===== src/rtl/uartrf_pkg.sv =====
// Shared types, constants and helpers for the UART register file with receive FIFO.
// Depends on nothing; every other file in rtl/ except uartrf_ram.sv imports it.
package uartrf_pkg;

  // Receive FIFO geometry
  localparam int RX_DEPTH = 16;
  localparam int RX_PTR_W = (RX_DEPTH > 1) ? $clog2(RX_DEPTH) : 1;
  localparam int RX_CNT_W = $clog2(RX_DEPTH + 1);

  // Command queue between front and back
  localparam int Q_DEPTH  = 2;
  localparam int Q_PTR_W  = (Q_DEPTH > 1) ? $clog2(Q_DEPTH) : 1;
  localparam int Q_CNT_W  = $clog2(Q_DEPTH + 1);

  // Item kinds
  localparam logic [1:0] ACT_RX    = 2'd0;
  localparam logic [1:0] ACT_READ  = 2'd1;
  localparam logic [1:0] ACT_WRITE = 2'd2;

  // Register offsets
  localparam logic [2:0] OFF_RBR_THR = 3'd0;
  localparam logic [2:0] OFF_IER     = 3'd1;
  localparam logic [2:0] OFF_IIR_FCR = 3'd2;
  localparam logic [2:0] OFF_LCR     = 3'd3;
  localparam logic [2:0] OFF_MCR     = 3'd4;
  localparam logic [2:0] OFF_LSR     = 3'd5;
  localparam logic [2:0] OFF_MSR     = 3'd6;
  localparam logic [2:0] OFF_SCR     = 3'd7;

  // Register bit values
  localparam logic [7:0] IIR_RX_DATA = 8'h04;
  localparam logic [7:0] IIR_THRE    = 8'h02;
  localparam logic [7:0] IIR_NONE    = 8'h01;
  localparam logic [7:0] IIR_FIFO_ID = 8'hC0;
  localparam logic [7:0] LSR_TX_IDLE = 8'h60;
  localparam logic [7:0] LSR_DR      = 8'h01;

  localparam int LCR_DLAB_BIT = 7;
  localparam int IER_RDA_BIT  = 0;
  localparam int IER_THRE_BIT = 1;
  localparam int FCR_EN_BIT   = 0;
  localparam int FCR_CLR_BIT  = 1;

  // Classified operation; offsets 0 and 1 stay unresolved until the back
  // end knows the DLAB bit at execution time.
  typedef enum logic [4:0] {
    OP_NOP,
    OP_RX_PUSH,
    OP_RD_OFF0,
    OP_RD_OFF1,
    OP_RD_IIR,
    OP_RD_LCR,
    OP_RD_MCR,
    OP_RD_LSR,
    OP_RD_ZERO,
    OP_RD_SCR,
    OP_WR_OFF0,
    OP_WR_OFF1,
    OP_WR_FCR,
    OP_WR_LCR,
    OP_WR_MCR,
    OP_WR_SCR
  } op_t;

  typedef struct packed {
    op_t        op;
    logic [7:0] data;
  } cmd_t;

  function automatic logic [RX_PTR_W-1:0] rx_ptr_inc(input logic [RX_PTR_W-1:0] p);
    logic [RX_PTR_W-1:0] n;
    if (p == RX_PTR_W'(RX_DEPTH - 1)) n = '0;
    else n = p + 1'b1;
    return n;
  endfunction

  function automatic logic [Q_PTR_W-1:0] q_ptr_inc(input logic [Q_PTR_W-1:0] p);
    logic [Q_PTR_W-1:0] n;
    if (p == Q_PTR_W'(Q_DEPTH - 1)) n = '0;
    else n = p + 1'b1;
    return n;
  endfunction

endpackage


===== src/rtl/uartrf_ram.sv =====
// Generic single-write, single-read RAM with registered read data.
// Stand-alone; no package needed.
module uartrf_ram #(
  parameter int WIDTH = 8,
  parameter int DEPTH = 16
) (
  input  logic                             clk,
  input  logic                             we,
  input  logic [$clog2(DEPTH > 1 ? DEPTH : 2)-1:0] waddr,
  input  logic [WIDTH-1:0]                 wdata,
  input  logic [$clog2(DEPTH > 1 ? DEPTH : 2)-1:0] raddr,
  output logic [WIDTH-1:0]                 rdata
);

  logic [WIDTH-1:0] mem [DEPTH];

  always_ff @(posedge clk) begin
    if (we) begin
      mem[waddr] <= wdata;
    end
    rdata <= mem[raddr];
  end

endmodule


===== src/rtl/uartrf_front.sv =====
// Front end: classifies an incoming item into a queued command.
// Depends on uartrf_pkg.
module uartrf_front (
  input  logic [1:0]        action,
  input  logic [2:0]        reg_offset,
  input  logic [7:0]        write_data,
  input  logic [7:0]        line_byte,
  output uartrf_pkg::cmd_t  cmd
);
  import uartrf_pkg::*;

  always_comb begin
    cmd.op   = OP_NOP;
    cmd.data = write_data;
    unique case (action)
      ACT_RX: begin
        cmd.op   = OP_RX_PUSH;
        cmd.data = line_byte;
      end
      ACT_READ: begin
        unique case (reg_offset)
          OFF_RBR_THR: cmd.op = OP_RD_OFF0;
          OFF_IER:     cmd.op = OP_RD_OFF1;
          OFF_IIR_FCR: cmd.op = OP_RD_IIR;
          OFF_LCR:     cmd.op = OP_RD_LCR;
          OFF_MCR:     cmd.op = OP_RD_MCR;
          OFF_LSR:     cmd.op = OP_RD_LSR;
          OFF_MSR:     cmd.op = OP_RD_ZERO;
          OFF_SCR:     cmd.op = OP_RD_SCR;
          default:     cmd.op = OP_RD_ZERO;
        endcase
      end
      ACT_WRITE: begin
        unique case (reg_offset)
          OFF_RBR_THR: cmd.op = OP_WR_OFF0;
          OFF_IER:     cmd.op = OP_WR_OFF1;
          OFF_IIR_FCR: cmd.op = OP_WR_FCR;
          OFF_LCR:     cmd.op = OP_WR_LCR;
          OFF_MCR:     cmd.op = OP_WR_MCR;
          OFF_SCR:     cmd.op = OP_WR_SCR;
          default:     cmd.op = OP_NOP;   // LSR, MSR writes are ignored
        endcase
      end
      default: cmd.op = OP_NOP;
    endcase
  end

endmodule


===== src/rtl/uartrf_cmd_queue.sv =====
// Short command queue between the front end and the back end.
// Depends on uartrf_pkg.
module uartrf_cmd_queue (
  input  logic              clk,
  input  logic              rst_n,
  input  logic              push_valid,
  output logic              push_ready,
  input  uartrf_pkg::cmd_t  push_cmd,
  output logic              pop_valid,
  input  logic              pop_ready,
  output uartrf_pkg::cmd_t  pop_cmd
);
  import uartrf_pkg::*;

  cmd_t               entry_r [Q_DEPTH];
  logic [Q_PTR_W-1:0] wr_ptr_r, wr_ptr_nxt;
  logic [Q_PTR_W-1:0] rd_ptr_r, rd_ptr_nxt;
  logic [Q_CNT_W-1:0] count_r, count_nxt;
  logic               do_push, do_pop;

  assign push_ready = (count_r != Q_CNT_W'(Q_DEPTH));
  assign pop_valid  = (count_r != '0);
  assign pop_cmd    = entry_r[rd_ptr_r];
  assign do_push    = push_valid && push_ready;
  assign do_pop     = pop_valid && pop_ready;

  always_comb begin
    wr_ptr_nxt = do_push ? q_ptr_inc(wr_ptr_r) : wr_ptr_r;
    rd_ptr_nxt = do_pop ? q_ptr_inc(rd_ptr_r) : rd_ptr_r;
    count_nxt  = count_r;
    if (do_push && !do_pop) count_nxt = count_r + 1'b1;
    else if (!do_push && do_pop) count_nxt = count_r - 1'b1;
  end

  always_ff @(posedge clk) begin
    if (!rst_n) begin
      wr_ptr_r <= '0;
      rd_ptr_r <= '0;
      count_r  <= '0;
    end else begin
      wr_ptr_r <= wr_ptr_nxt;
      rd_ptr_r <= rd_ptr_nxt;
      count_r  <= count_nxt;
    end
  end

  always_ff @(posedge clk) begin
    if (do_push) begin
      entry_r[wr_ptr_r] <= push_cmd;
    end
  end

endmodule


===== src/rtl/uartrf_back.sv =====
// Back end: register file, receive FIFO control and the result register.
// Depends on uartrf_pkg and uartrf_ram.
module uartrf_back (
  input  logic              clk,
  input  logic              rst_n,
  input  logic              cmd_valid,
  output logic              cmd_ready,
  input  uartrf_pkg::cmd_t  cmd,
  output logic              out_valid,
  input  logic              out_ready,
  output logic [7:0]        out_read_data,
  output logic              out_tx_valid,
  output logic [7:0]        out_tx_byte,
  output logic              out_irq_pulse
);
  import uartrf_pkg::*;

  // Register file
  logic [7:0] ier_r, ier_nxt;
  logic [7:0] lcr_r, lcr_nxt;
  logic [7:0] mcr_r, mcr_nxt;
  logic [7:0] scr_r, scr_nxt;
  logic [7:0] dll_r, dll_nxt;
  logic [7:0] dlm_r, dlm_nxt;
  logic       fifo_on_r, fifo_on_nxt;
  logic       thre_r, thre_nxt;

  // Receive FIFO control
  logic [RX_PTR_W-1:0] head_r, head_nxt;
  logic [RX_PTR_W-1:0] tail_r, tail_nxt;
  logic [RX_CNT_W-1:0] fill_r, fill_nxt;
  logic                ram_we;
  logic [7:0]          ram_rdata;
  logic                byp_valid_r;
  logic [7:0]          byp_data_r;
  logic [7:0]          head_data;

  // Result register
  logic       out_valid_r;
  logic [7:0] rdata_r, rdata_nxt;
  logic       txv_r, txv_nxt;
  logic [7:0] txb_r, txb_nxt;
  logic       irq_r, irq_nxt;

  logic fire, dlab, has_data;

  assign cmd_ready = !out_valid_r || out_ready;
  assign fire      = cmd_valid && cmd_ready;
  assign dlab      = lcr_r[LCR_DLAB_BIT];
  assign has_data  = (fill_r != '0);
  assign head_data = byp_valid_r ? byp_data_r : ram_rdata;

  always_comb begin
    ier_nxt     = ier_r;
    lcr_nxt     = lcr_r;
    mcr_nxt     = mcr_r;
    scr_nxt     = scr_r;
    dll_nxt     = dll_r;
    dlm_nxt     = dlm_r;
    fifo_on_nxt = fifo_on_r;
    thre_nxt    = thre_r;
    head_nxt    = head_r;
    tail_nxt    = tail_r;
    fill_nxt    = fill_r;
    ram_we      = 1'b0;
    rdata_nxt   = '0;
    txv_nxt     = 1'b0;
    txb_nxt     = '0;
    irq_nxt     = 1'b0;
    if (fire) begin
      unique case (cmd.op)
        OP_RX_PUSH: begin
          // drop the byte when the FIFO is full
          if (fill_r != RX_CNT_W'(RX_DEPTH)) begin
            ram_we   = 1'b1;
            tail_nxt = rx_ptr_inc(tail_r);
            fill_nxt = fill_r + 1'b1;
          end
        end
        OP_RD_OFF0: begin
          if (dlab) begin
            rdata_nxt = dll_r;
          end else begin
            if (has_data) begin
              rdata_nxt = head_data;
              head_nxt  = rx_ptr_inc(head_r);
              fill_nxt  = fill_r - 1'b1;
            end
            irq_nxt = (ier_r[IER_THRE_BIT] && thre_r) ||
                      (ier_r[IER_RDA_BIT] && (fill_nxt != '0));
          end
        end
        OP_RD_OFF1: rdata_nxt = dlab ? dlm_r : ier_r;
        OP_RD_IIR: begin
          if (has_data && ier_r[IER_RDA_BIT]) begin
            rdata_nxt = IIR_RX_DATA;
          end else if (thre_r && ier_r[IER_THRE_BIT]) begin
            rdata_nxt = IIR_THRE;
            thre_nxt  = 1'b0;
          end else begin
            rdata_nxt = IIR_NONE;
          end
          if (fifo_on_r) rdata_nxt = rdata_nxt | IIR_FIFO_ID;
        end
        OP_RD_LCR:  rdata_nxt = lcr_r;
        OP_RD_MCR:  rdata_nxt = mcr_r;
        OP_RD_LSR:  rdata_nxt = has_data ? (LSR_TX_IDLE | LSR_DR) : LSR_TX_IDLE;
        OP_RD_ZERO: rdata_nxt = '0;
        OP_RD_SCR:  rdata_nxt = scr_r;
        OP_WR_OFF0: begin
          if (dlab) begin
            dll_nxt = cmd.data;
          end else begin
            txv_nxt  = 1'b1;
            txb_nxt  = cmd.data;
            thre_nxt = 1'b1;
            irq_nxt  = ier_r[IER_THRE_BIT] || (ier_r[IER_RDA_BIT] && has_data);
          end
        end
        OP_WR_OFF1: begin
          if (dlab) begin
            dlm_nxt = cmd.data;
          end else begin
            ier_nxt = cmd.data;
            if (cmd.data[IER_THRE_BIT] && !ier_r[IER_THRE_BIT]) thre_nxt = 1'b1;
            irq_nxt = (cmd.data[IER_THRE_BIT] && thre_nxt) ||
                      (cmd.data[IER_RDA_BIT] && has_data);
          end
        end
        OP_WR_FCR: begin
          fifo_on_nxt = cmd.data[FCR_EN_BIT];
          if (cmd.data[FCR_CLR_BIT]) begin
            head_nxt = '0;
            tail_nxt = '0;
            fill_nxt = '0;
          end
        end
        OP_WR_LCR:  lcr_nxt = cmd.data;
        OP_WR_MCR:  mcr_nxt = cmd.data;
        OP_WR_SCR:  scr_nxt = cmd.data;
        OP_NOP:     ;
        default:    ;
      endcase
    end
  end

  // Read address tracks the next head so the registered RAM output holds the head byte once head_r updates
  uartrf_ram #(
    .WIDTH (8),
    .DEPTH (RX_DEPTH)
  ) u_rx_ram (
    .clk   (clk),
    .we    (ram_we),
    .waddr (tail_r),
    .wdata (cmd.data),
    .raddr (head_nxt),
    .rdata (ram_rdata)
  );

  always_ff @(posedge clk) begin
    if (!rst_n) begin
      ier_r       <= '0;
      lcr_r       <= '0;
      mcr_r       <= '0;
      scr_r       <= '0;
      dll_r       <= '0;
      dlm_r       <= '0;
      fifo_on_r   <= 1'b0;
      thre_r      <= 1'b0;
      head_r      <= '0;
      tail_r      <= '0;
      fill_r      <= '0;
      byp_valid_r <= 1'b0;
      out_valid_r <= 1'b0;
    end else begin
      ier_r       <= ier_nxt;
      lcr_r       <= lcr_nxt;
      mcr_r       <= mcr_nxt;
      scr_r       <= scr_nxt;
      dll_r       <= dll_nxt;
      dlm_r       <= dlm_nxt;
      fifo_on_r   <= fifo_on_nxt;
      thre_r      <= thre_nxt;
      head_r      <= head_nxt;
      tail_r      <= tail_nxt;
      fill_r      <= fill_nxt;
      // write into the entry being read this cycle: RAM returns stale data
      byp_valid_r <= ram_we && (tail_r == head_nxt);
      if (fire) out_valid_r <= 1'b1;
      else if (out_ready) out_valid_r <= 1'b0;
    end
  end

  always_ff @(posedge clk) begin
    byp_data_r <= cmd.data;
    if (fire) begin
      rdata_r <= rdata_nxt;
      txv_r   <= txv_nxt;
      txb_r   <= txb_nxt;
      irq_r   <= irq_nxt;
    end
  end

  assign out_valid     = out_valid_r;
  assign out_read_data = rdata_r;
  assign out_tx_valid  = txv_r;
  assign out_tx_byte   = txb_r;
  assign out_irq_pulse = irq_r;

endmodule


===== src/rtl/uart_register_file_with_rx_fifo.sv =====
// Top level of the UART register file with receive FIFO.
// Depends on uartrf_pkg, uartrf_front, uartrf_cmd_queue and uartrf_back.
//
// Usage:
//   Each request on the in_ channel is a received line byte (in_action 0),
//   a bus read (1) or a bus write (2) at in_reg_offset. Every request
//   yields exactly one result on the out_ channel: read data, a transmit
//   byte with out_tx_valid, and an interrupt pulse.
//   The front classifies each request and pushes it into a two-entry
//   command queue; unless a held result stalls it, the back executes one
//   command per cycle against the register file and the receive FIFO and
//   holds its result in an output register.
//   Each accepted request is written into the queue; when the back takes
//   it, the result is registered and out_valid rises. The block takes one
//   request per cycle while out_ready stays high.
//   When out_ready is low, hold the result; the queue keeps taking
//   requests until both entries fill, then in_ready drops.
//   Reset (rst_n low, synchronous) empties the FIFO and queue, clears all
//   registers and drops out_valid. Received bytes that find the FIFO full
//   are dropped. FIFO storage is a RAM that needs no clearing pass.
module uart_register_file_with_rx_fifo (
  input  logic       clk,
  input  logic       rst_n,
  input  logic       in_valid,
  output logic       in_ready,
  input  logic [1:0] in_action,
  input  logic [2:0] in_reg_offset,
  input  logic [7:0] in_write_data,
  input  logic [7:0] in_line_byte,
  output logic       out_valid,
  input  logic       out_ready,
  output logic [7:0] out_read_data,
  output logic       out_tx_valid,
  output logic [7:0] out_tx_byte,
  output logic       out_irq_pulse
);
  import uartrf_pkg::*;

  cmd_t in_cmd;
  cmd_t q_cmd;
  logic q_valid;
  logic q_ready;

  // Classify the request
  uartrf_front u_front (
    .action     (in_action),
    .reg_offset (in_reg_offset),
    .write_data (in_write_data),
    .line_byte  (in_line_byte),
    .cmd        (in_cmd)
  );

  // Decouple the front from the back
  uartrf_cmd_queue u_queue (
    .clk        (clk),
    .rst_n      (rst_n),
    .push_valid (in_valid),
    .push_ready (in_ready),
    .push_cmd   (in_cmd),
    .pop_valid  (q_valid),
    .pop_ready  (q_ready),
    .pop_cmd    (q_cmd)
  );

  // Execute against the register file and FIFO
  uartrf_back u_back (
    .clk           (clk),
    .rst_n         (rst_n),
    .cmd_valid     (q_valid),
    .cmd_ready     (q_ready),
    .cmd           (q_cmd),
    .out_valid     (out_valid),
    .out_ready     (out_ready),
    .out_read_data (out_read_data),
    .out_tx_valid  (out_tx_valid),
    .out_tx_byte   (out_tx_byte),
    .out_irq_pulse (out_irq_pulse)
  );

endmodule


===== config.mk =====
export PLATFORM = sky130hd
export DESIGN_NAME = uart_register_file_with_rx_fifo
export DESIGN_NICKNAME = d
export VERILOG_FILES = /design/src/rtl/uartrf_pkg.sv /design/src/rtl/uartrf_ram.sv /design/src/rtl/uartrf_front.sv /design/src/rtl/uartrf_cmd_queue.sv /design/src/rtl/uartrf_back.sv /design/src/rtl/uart_register_file_with_rx_fifo.sv
export SDC_FILE = /design/constraint.sdc
export NUM_CORES = 1
export LEC_CHECK = 0
export BUFFER_PORTS_ARGS = -buffer_cell sky130_fd_sc_hd__buf_2
export CAP_MARGIN = 20
export CORE_ASPECT_RATIO = 0.7
export CORE_MARGIN = 2
export CORE_UTILIZATION = 30
export CTS_BUF_LIST = sky130_fd_sc_hd__clkbuf_8
export DETAILED_ROUTE_END_ITERATION = 12
export PLACE_DENSITY = 0.5
export SLEW_MARGIN = 20
export SYNTH_ARGS = -nofsm -noshare
export SYNTH_HDL_FRONTEND = slang
export SYNTH_HIERARCHICAL = 1
export SYNTH_SLANG_ARGS = --single-unit

===== constraint.sdc =====
create_clock -name clk -period 3.5 [get_ports clk]
set_clock_uncertainty 0.15 [all_clocks]
set_input_delay 0.7 -clock clk [delete_from_list [all_inputs] [get_ports clk]]
set_output_delay 0.7 -clock clk [all_outputs]
set_load 0.01 [all_outputs]

==> flow_summary.yaml, run 1 <==
finish:
  drive_gt1_frac: 0.264
  layout_common_cells: "edfxtp_1 (172), dfxtp_1 (85), nor2_1 (76)"
  fin_cells: 1431
  num-nets-final: 947
  synthToLayoutAreaGrowth_pct: 19.4
  final_util: 0.362
  fillers: 3456
  final_common_cell: "edfxtp_1"
power_and_ir_drop:
  p_switching_w: 0.00228
  combPwrFrac: 0.188
  p_int_w: 0.00547
  clkPwrFrac: 0.332
  pwr_density_cell_mw_per_mm2: 599
  peakVddDrop_v: 0.000253
  sw_frac_of_total: 0.294
  seq_power_share: 0.481
  cellLeakagePower_nw: 4.61
logic_synthesis:
  async_flop_share: 0
  synth_seq_cells: 258
  synth_enable_flop_cells: 172
  seq_area_frac_synth: 0.635
  synth_area_per_cell_um2: 13.8
  syn_inst: 788
  synth-main-ff-cell: "edfxtp_1"
  yosysTopAreaCell: "edfxtp_1"
  synth_top_cells_by_area: "edfxtp_1 (48%), dfxtp_1 (16%), mux2i_1 (4.7%), mux4_2 (3.7%), mux4_1 (3.4%)"
  yosysTopAreaCellShare: 0.476
  syn-num-nets: 819
  syn_area_mm2: 0.0108
  yosys_warnings: 6
  yosysUniqueCellTypes: 78
global_route:
  grt_max_degree: 55
  overflow: 0
  grt_pass1_vias: 6770
  grt_antenna_before_repair: 0
  grt.met2_usage: 0.196
  grt_util_all_layers: 0.144
  grt_first_pass_wirelength_um: 41400
  top_usage_layer: "met1"
  use_met3: 0.0299
  grt_util_met1: 0.228
worst_setup_path:
  arrival_ns: 3.68
  crit_fanout: 14
  worst_setup_path_start_kind: "flop"
  crit_type: "flop to flop"
  critPathCaptureType: "flop"
  required_ns: 3.78
clock_network:
  clk_root_buffer_cell: "clkbuf_8"
  cts_tree: "done"
  clock_latency_ns: 0.57
  cts.sinks: 258
  cts_buffer_depth: 3
  numCtsBuffers: 42
  htreeDepth: 2
  clk_pin_slew_ns: 0.06
  hold_buffers: 0
placement:
  io_buffers: 44
  dp.cells: 1345
  place.gp.congestion: 0.814
  hpwl_um: 17400
timing:
  tns_ns: 0
  fmax_mhz: 294
  final.min_clock_period_ns: 3.40
  hold_viol: 0
  slew_headroom: 0.388
  tightestPinTransition_ns: 0.914
  slew_viol_final: 0
  setup_viol: 0
  rsz0062_at_grt: "yes"
  min_period_over_period: 0.972
floorplan:
  core_area_mm2: 0.0358
  die_w_um: 231
  rows: 58
  start_util: 0.303
  die_area_mm2: 0.0377
  die_h_um: 163
  pin_count: 45
routing:
  route.detailed.drc: 0
  initialDrtViolationCount: 702
  viasPerCell: 4.86
  avgRoutedWirePerCell_um: 18.7
  drt_pre_antenna_iters: 5
  wl_um: 26800
  dr_total_vias: 6956
  postRouteAntennaNets: 0
run:
  drv_cap: 0
run_status:
  status: "finished, final reports clean"
worst_hold_path:
  hp-class: "input port to flop"
-- kinds of logic after synthesis --
family / Yosys count / synth area share
flip-flops: 258 / 0.635
other: 1 / 0.000346
multiplexers: 105 / 0.141
buffers and inverters: 48 / 0.0218
AND/OR/NAND/NOR: 238 / 0.112
XOR/XNOR: 9 / 0.00727
AO/OA/AOI/OAI: 123 / 0.0762
adder cells (fa/ha/maj): 6 / 0.00692
-- final timing paths --
path / from / end / slack (ns) / cells after the start
min reg2reg: u_back/scr_r[4]$_SDFFE_PN0P_ / u_back/scr_r[4]$_SDFFE_PN0P_ / 0.31 / 2
min: in_write_data[2] / u_queue/entry_r[1][2]$_DFFE_PP_ / 0.31 / 2
max: flop / u_back/u_rx_ram/rdata[4]$_DFF_P_ / 0.1 / 10
max reg2reg: flop / u_back/u_rx_ram/rdata[4]$_DFF_P_ / 0.1 / 10
-- cells in the mapped netlist, types with 18 or more instances --
library cell	count
nand2_1	54
mux2i_1	51
edfxtp_1	172
a21oi_1	33
mux4_2	18
a22oi_1	18
dfxtp_1	86
nor2_1	76
nand3_1	24
mux2_2	22
o21ai_0	19
and2_1	19
-- per-layer routing --
| layer | vias to the layer above | wire length, um |
|---|---|---|
| met5 | - | 0 |
| met4 | 0 | 382 |
| met3 | 31 | 1580 |
| met2 | 199 | 10600 |
| met1 | 3450 | 14200 |
| li1 | 3276 | - |
-- per-stage QoR --
stage               setup slack, ns  cell area [um^2]  total power, W  hold slack [ns]
floorplan                    0.0630             10900         0.00461            0.286
global placement           -0.00170             12000         0.00524            0.293
detailed placement          -0.0506             12000         0.00525            0.299
CTS                         0.00309             12900         0.00784            0.266
global route                -0.0239             12900         0.00812            0.279
finish                       0.0996             12900         0.00776            0.306
-- critical path, cell delays in order (launching register included) --
cell and delay, ns:
dfxtp_2 0.37, mux2_2 0.36, or3b_1 0.40, a2111o_1 0.45, buf_4 0.17, and2_4 0.15
or2_4 0.33, buf_4 0.18, mux4_2 0.30, a22oi_2 0.30, nand2_1 0.10
-- what timing repair did --
| item | in CTS | in global routing |
|---|---|---|
| gates resized for setup | 4 | 6 |
| setup buffers | 0 | 7 |
| endpoints found under the hold margin | 0 | 0 |
| setup endpoints to repair | 8 | 8 |
| pin swaps | 0 | 1 |
-- area by class of cell --
class	count	area, um^2	area share
inverter	16	60.1	0.00464
clock inverter	30	166	0.0129
antenna	1	2.50	0.000193
sequential	258	6890	0.532
tap	480	601	0.0464
clock buffer	48	661	0.0510
multi-input combinational	482	3770	0.291
timing repair buffer	116	798	0.0616
-- power by group through the flow --
stage	combinational (W)	clock, W	sequential, W
2_1_floorplan	0.000795	0	0.00382
3_3_place_gp	0.00145	0	0.00379
3_5_place_dp	0.00145	0	0.00380
4_1_cts	0.00146	0.00264	0.00373
5_1_grt	0.00159	0.00279	0.00375
6_report	0.00146	0.00257	0.00373
-- registers in the layout (all words and copies together), names as in the netlist, 5 cells and up, named ones only --
name and cells:
u_back/u_rx_ram/rdata 8, u_back/fill_r 5, u_back/dll_r 8, u_back/ier_r 8
u_back/dlm_r 8, u_back/out_tx_byte 8, u_back/lcr_r 8, u_back/byp_data_r 8
u_back/u_rx_ram/mem 128, u_back/out_read_data 8, u_back/mcr_r 8, u_queue/entry_r 26
u_back/scr_r 8
Power figures use the tool's default switching activity.
==> run 2, diff against run 1 <==
--- a/config.mk
+++ b/config.mk
@@ -12,6 +12,7 @@
 export CORE_UTILIZATION = 30
 export CTS_BUF_LIST = sky130_fd_sc_hd__clkbuf_8
 export DETAILED_ROUTE_END_ITERATION = 12
+export MAX_ROUTING_LAYER = met4
 export PLACE_DENSITY = 0.5
 export SLEW_MARGIN = 20
 export SYNTH_ARGS = -nofsm -noshare
==> flow_summary.yaml, run 2 (synthesized netlist as in run 1, its figures left out) <==
floorplan:
  die_h_um: 163
  start_util: 0.303
  core_area_mm2: 0.0358
  rows: 58
  die_area_mm2: 0.0377
  pin_count: 45
  die_w_um: 231
run:
  drv_cap: 0
clock_network:
  clk_root_buffer_cell: "clkbuf_8"
  clock_latency_ns: 0.57
  hold_buffers: 0
  cts.sinks: 258
  clk_pin_slew_ns: 0.07
  cts_buffer_depth: 3
  htreeDepth: 2
  cts_tree: "done"
  numCtsBuffers: 42
worst_setup_path:
  arrival_ns: 3.67
  crit_fanout: 19
  worst_setup_path_start_kind: "flop"
  crit_type: "flop to flop"
  required_ns: 3.78
  critPathCaptureType: "flop"
global_route:
  grt_pass1_vias: 6757
  grt_max_degree: 55
  grt_util_all_layers: 0.148
  grt_antenna_before_repair: 0
  grt_first_pass_wirelength_um: 41300
  overflow: 0
routing:
  avgRoutedWirePerCell_um: 18.7
  viasPerCell: 4.88
  route.detailed.drc: 0
  initialDrtViolationCount: 737
  drt_pre_antenna_iters: 5
  dr_total_vias: 6983
  postRouteAntennaNets: 0
  wl_um: 26800
power_and_ir_drop:
  peakVddDrop_v: 0.000253
  pwr_density_cell_mw_per_mm2: 598
  cellLeakagePower_nw: 4.62
  power.total_w: 0.00775
placement:
  place_ws_ns: -0.0506
  place.gp.congestion: 0.830
  hpwl_um: 17400
  dp.cells: 1345
  io_buffers: 44
timing:
  setup_viol: 0
  slew_viol_final: 0
  setup_ws_ns: 0.109
  slew_headroom: 0.390
  tightestPinTransition_ns: 0.911
  rsz0062_at_grt: "yes"
  final.min_clock_period_ns: 3.39
  fmax_mhz: 295
  min_period_over_period: 0.969
  hold_viol: 0
finish:
  fin_cells: 1432
  diodes: 0
  top_regs: "u_back/u_rx_ram/mem: 128 flops, u_queue/entry_r: 26 flops"
  fillers: 3457
  largest_reg_flops: 128
  drive_gt1_frac: 0.266
  registers.top_by_ff_count: "u_back/u_rx_ram/mem"
  synthToLayoutAreaGrowth_pct: 19.5
  layout_common_cells: "edfxtp_1 (172), dfxtp_1 (85), nor2_1 (76)"
  num-nets-final: 949
  final_common_cell: "edfxtp_1"
worst_hold_path:
  hp-class: "flop to flop"
run_status:
  status: "finished, final reports clean"
-- run 2: worst max-delay path, stage by stage (launching register included) --
cell and delay (ns):
dfxtp_2 0.37, buf_4 0.13, mux2_2 0.38, or3b_2 0.49
a211oi_1 0.20, o21ai_0 0.11, o21a_1 0.15, inv_2 0.09
buf_12 0.19, buf_12 0.14, mux4_1 0.56, a22oi_1 0.21
nand2_1 0.08
-- run 2: cell type report --
cell class / count / area [um^2] / share of cell area
clock buffers: 48 / 661 / 0.0510
clock inverters: 30 / 166 / 0.0128
inverters: 16 / 60.1 / 0.00463
multi-input cells: 482 / 3770 / 0.291
flip-flops and latches: 258 / 6890 / 0.531
well taps: 480 / 601 / 0.0463
repair buffers: 118 / 813 / 0.0627
-- run 2: timing repair --
action                                  in CTS  in global routing
gates resized for setup                      4                  6
endpoints found under the setup margin       8                  8
cloned                                       0                  0
pin swaps                                    0                  1
buffers inserted                             0                  9
-- run 2: metrics by stage --
stage	util	hold WS (ns)	TNS, ns	area [um^2]
6_report	0.362	0.309	0	13000
5_1_grt	0.362	0.279	-0.0365	13000
4_1_cts	0.360	0.266	0	12900
3_5_place_dp	0.336	0.299	-0.265	12000
3_3_place_gp	0.336	0.293	-0.00170	12000
2_1_floorplan	-	0.286	0	10900
-- run 2: worst paths after layout --
kind                                              startpoint                                to  slack (ns)  cells after the start
worst min register to register  u_back/mcr_r[1]$_SDFFE_PN0P_      u_back/mcr_r[1]$_SDFFE_PN0P_        0.31                      2
worst max-delay path                                    flop  u_back/u_rx_ram/rdata[4]$_DFF_P_        0.11                     12
worst min-delay path            u_back/mcr_r[1]$_SDFFE_PN0P_      u_back/mcr_r[1]$_SDFFE_PN0P_        0.31                      2
worst max register to register                          flop  u_back/u_rx_ram/rdata[4]$_DFF_P_        0.11                     12
-- run 2: report_power, final --
group          internal, W  total [W]  leakage (nW)  switching (W)
combinational     0.000484    0.00145          1.88       0.000968
sequential         0.00365    0.00373          2.27      0.0000807
clock              0.00134    0.00257         0.467        0.00123
total              0.00547    0.00775          4.62        0.00228
-- run 2: layer usage --
layer  global-route usage  wire length [um]
met5                    -                 0
met3               0.0299              1740
met1                0.228             14000
met2                0.196             10700
met4               0.0340               395
==> run 3, diff against run 2 <==
--- a/config.mk
+++ b/config.mk
@@ -13,7 +13,7 @@
 export CTS_BUF_LIST = sky130_fd_sc_hd__clkbuf_8
 export DETAILED_ROUTE_END_ITERATION = 12
 export MAX_ROUTING_LAYER = met4
-export PLACE_DENSITY = 0.5
+export PLACE_DENSITY = 0.49
 export SLEW_MARGIN = 20
 export SYNTH_ARGS = -nofsm -noshare
 export SYNTH_HDL_FRONTEND = slang
==> constraint.sdc (replaced) <==
create_clock -name clk -period 4.03 [get_ports clk]
set_clock_uncertainty 0.15 [all_clocks]
set_input_delay 0.806 -clock clk [delete_from_list [all_inputs] [get_ports clk]]
set_output_delay 0.806 -clock clk [all_outputs]
set_load 0.01 [all_outputs]
==> flow_summary.yaml, run 3 (synthesized netlist as in run 1, its figures left out) <==
run_status:
  status: "finished, final reports clean"
placement:
  hpwl_um: 17300
  io_buffers: 44
  place.gp.congestion: 0.828
timing:
  slew_viol_final: 0
  min_period_over_period: 0.944
  hold_viol: 0
  fmax_mhz: 263
  setup_viol: 0
  rsz0062_at_grt: "no"
  final.min_clock_period_ns: 3.80
  tns_ns: 0
  slew_headroom: 0.359
  whs_ns: 0.303
  tightestPinTransition_ns: 0.951
routing:
  initialDrtViolationCount: 696
  wl_um: 27300
  viasPerCell: 4.91
  dr_total_vias: 6779
  avgRoutedWirePerCell_um: 19.7
  route.detailed.drc: 0
  drt_pre_antenna_iters: 5
  postRouteAntennaNets: 0
finish:
  final_common_cell: "edfxtp_1"
  drive_gt1_frac: 0.213
  largest_reg_flops: 128
  synthToLayoutAreaGrowth_pct: 15.8
  num-nets-final: 905
  layout_common_cells: "edfxtp_1 (172), dfxtp_1 (86), nor2_1 (76)"
  top_regs: "u_back/u_rx_ram/mem: 128 flops, u_queue/entry_r: 26 flops"
  registers.top_by_ff_count: "u_back/u_rx_ram/mem"
power_and_ir_drop:
  pwr_density_cell_mw_per_mm2: 532
  power.total_w: 0.00669
  cellLeakagePower_nw: 4.37
  peakVddDrop_v: 0.000165
worst_hold_path:
  hp-start: "u_back/mcr_r[7]$_SDFFE_PN0P_"
  hp-class: "flop to flop"
worst_setup_path:
  arrival_ns: 4.07
  slowest_stage: "a2111o_1"
  required_ns: 4.30
  worst_setup_path_start_kind: "flop"
  cpPeakStageDelay_ns: 0.54
  crit_fanout: 32
  crit_type: "flop to flop"
  critPathCaptureType: "flop"
  cp_cell_sequence: "buf_4, mux2_2, or3b_1, a2111o_1, o21ai_0, o21a_1, clkinv_1, buf_12, mux4_1, a22oi_1, nand2_1"
global_route:
  grt_util_all_layers: 0.150
  grt_pass1_vias: 6457
  grt_max_degree: 55
  grt_antenna_before_repair: 0
  overflow: 0
  grt_first_pass_wirelength_um: 41100
floorplan:
  core_area_mm2: 0.0358
  die_w_um: 231
  die_h_um: 163
  start_util: 0.303
  pin_count: 45
  rows: 58
  die_area_mm2: 0.0377
clock_network:
  post_cts_buffers: 0
  clk_pin_slew_ns: 0.07
  numCtsBuffers: 39
  clock_latency_ns: 0.54
  cts_buffer_depth: 3
  cts.sinks: 258
  htreeDepth: 2
  clk_root_buffer_cell: "clkbuf_8"
  cts_tree: "done"
run:
  drv_cap: 0
## run 3: metrics by stage
stage          std cells  instance area [um^2]  setup WS [ns]   util
6_report            1381                 12600          0.226  0.351
5_1_grt             1380                 12600         0.0286  0.351
4_1_cts             1380                 12600          0.165  0.351
3_5_place_dp        1313                 11800          0.169  0.329
3_3_place_gp        1313                 11800          0.173  0.329
2_1_floorplan        788                 10800          0.465      -
## run 3: critical path, delay by kind of cell, from the launching register on
family | cells | cell delay, ns
AO/OA/AOI/OAI | 4 | 1.34
multiplexers | 2 | 0.73
buffers and inverters | 3 | 0.54
AND/OR/NAND/NOR | 2 | 0.49
flip-flops | 1 | 0.42
## run 3: area by class of cell
cell class | count | area (um^2)
fillers | 3462 | 23200
flip-flops and latches | 258 | 6890
multi-input cells | 482 | 3740
well taps | 480 | 601
clock buffers | 41 | 564
repair buffers | 77 | 480
clock inverters | 26 | 234
inverters | 16 | 60.1
diodes | 1 | 2.50
## run 3: where the power goes
| part | leakage, nW | internal (W) | switching [W] | total, W |
|---|---|---|---|---|
| clock | 0.442 | 0.00126 | 0.00101 | 0.00227 |
| combinational | 1.65 | 0.000360 | 0.000816 | 0.00118 |
| sequential | 2.27 | 0.00317 | 0.0000814 | 0.00325 |
## run 3: per-layer routing
metal  up-vias  global-route usage  wire length (um)
met1      3366               0.229             14500
met5         -                   -                 0
met4         0              0.0349               417
li1       3171                   -                 -
met2       199               0.197             10700
met3        43              0.0354              1680
## run 3: repair_timing
item | CTS | global route
hold buffers | 0 | 0
resized for setup | 0 | 3
setup endpoints to repair | 0 | 8
## run 3: worst paths after layout
| path | depth (start not counted) | end | slack (ns) |
|---|---|---|---|
| max reg2reg | 11 | u_back/u_rx_ram/rdata[3]$_DFF_P_ | 0.23 |
| min | 2 | u_back/mcr_r[7]$_SDFFE_PN0P_ | 0.30 |
| min reg2reg | 2 | u_back/mcr_r[7]$_SDFFE_PN0P_ | 0.30 |
| max | 11 | u_back/u_rx_ram/rdata[3]$_DFF_P_ | 0.23 |
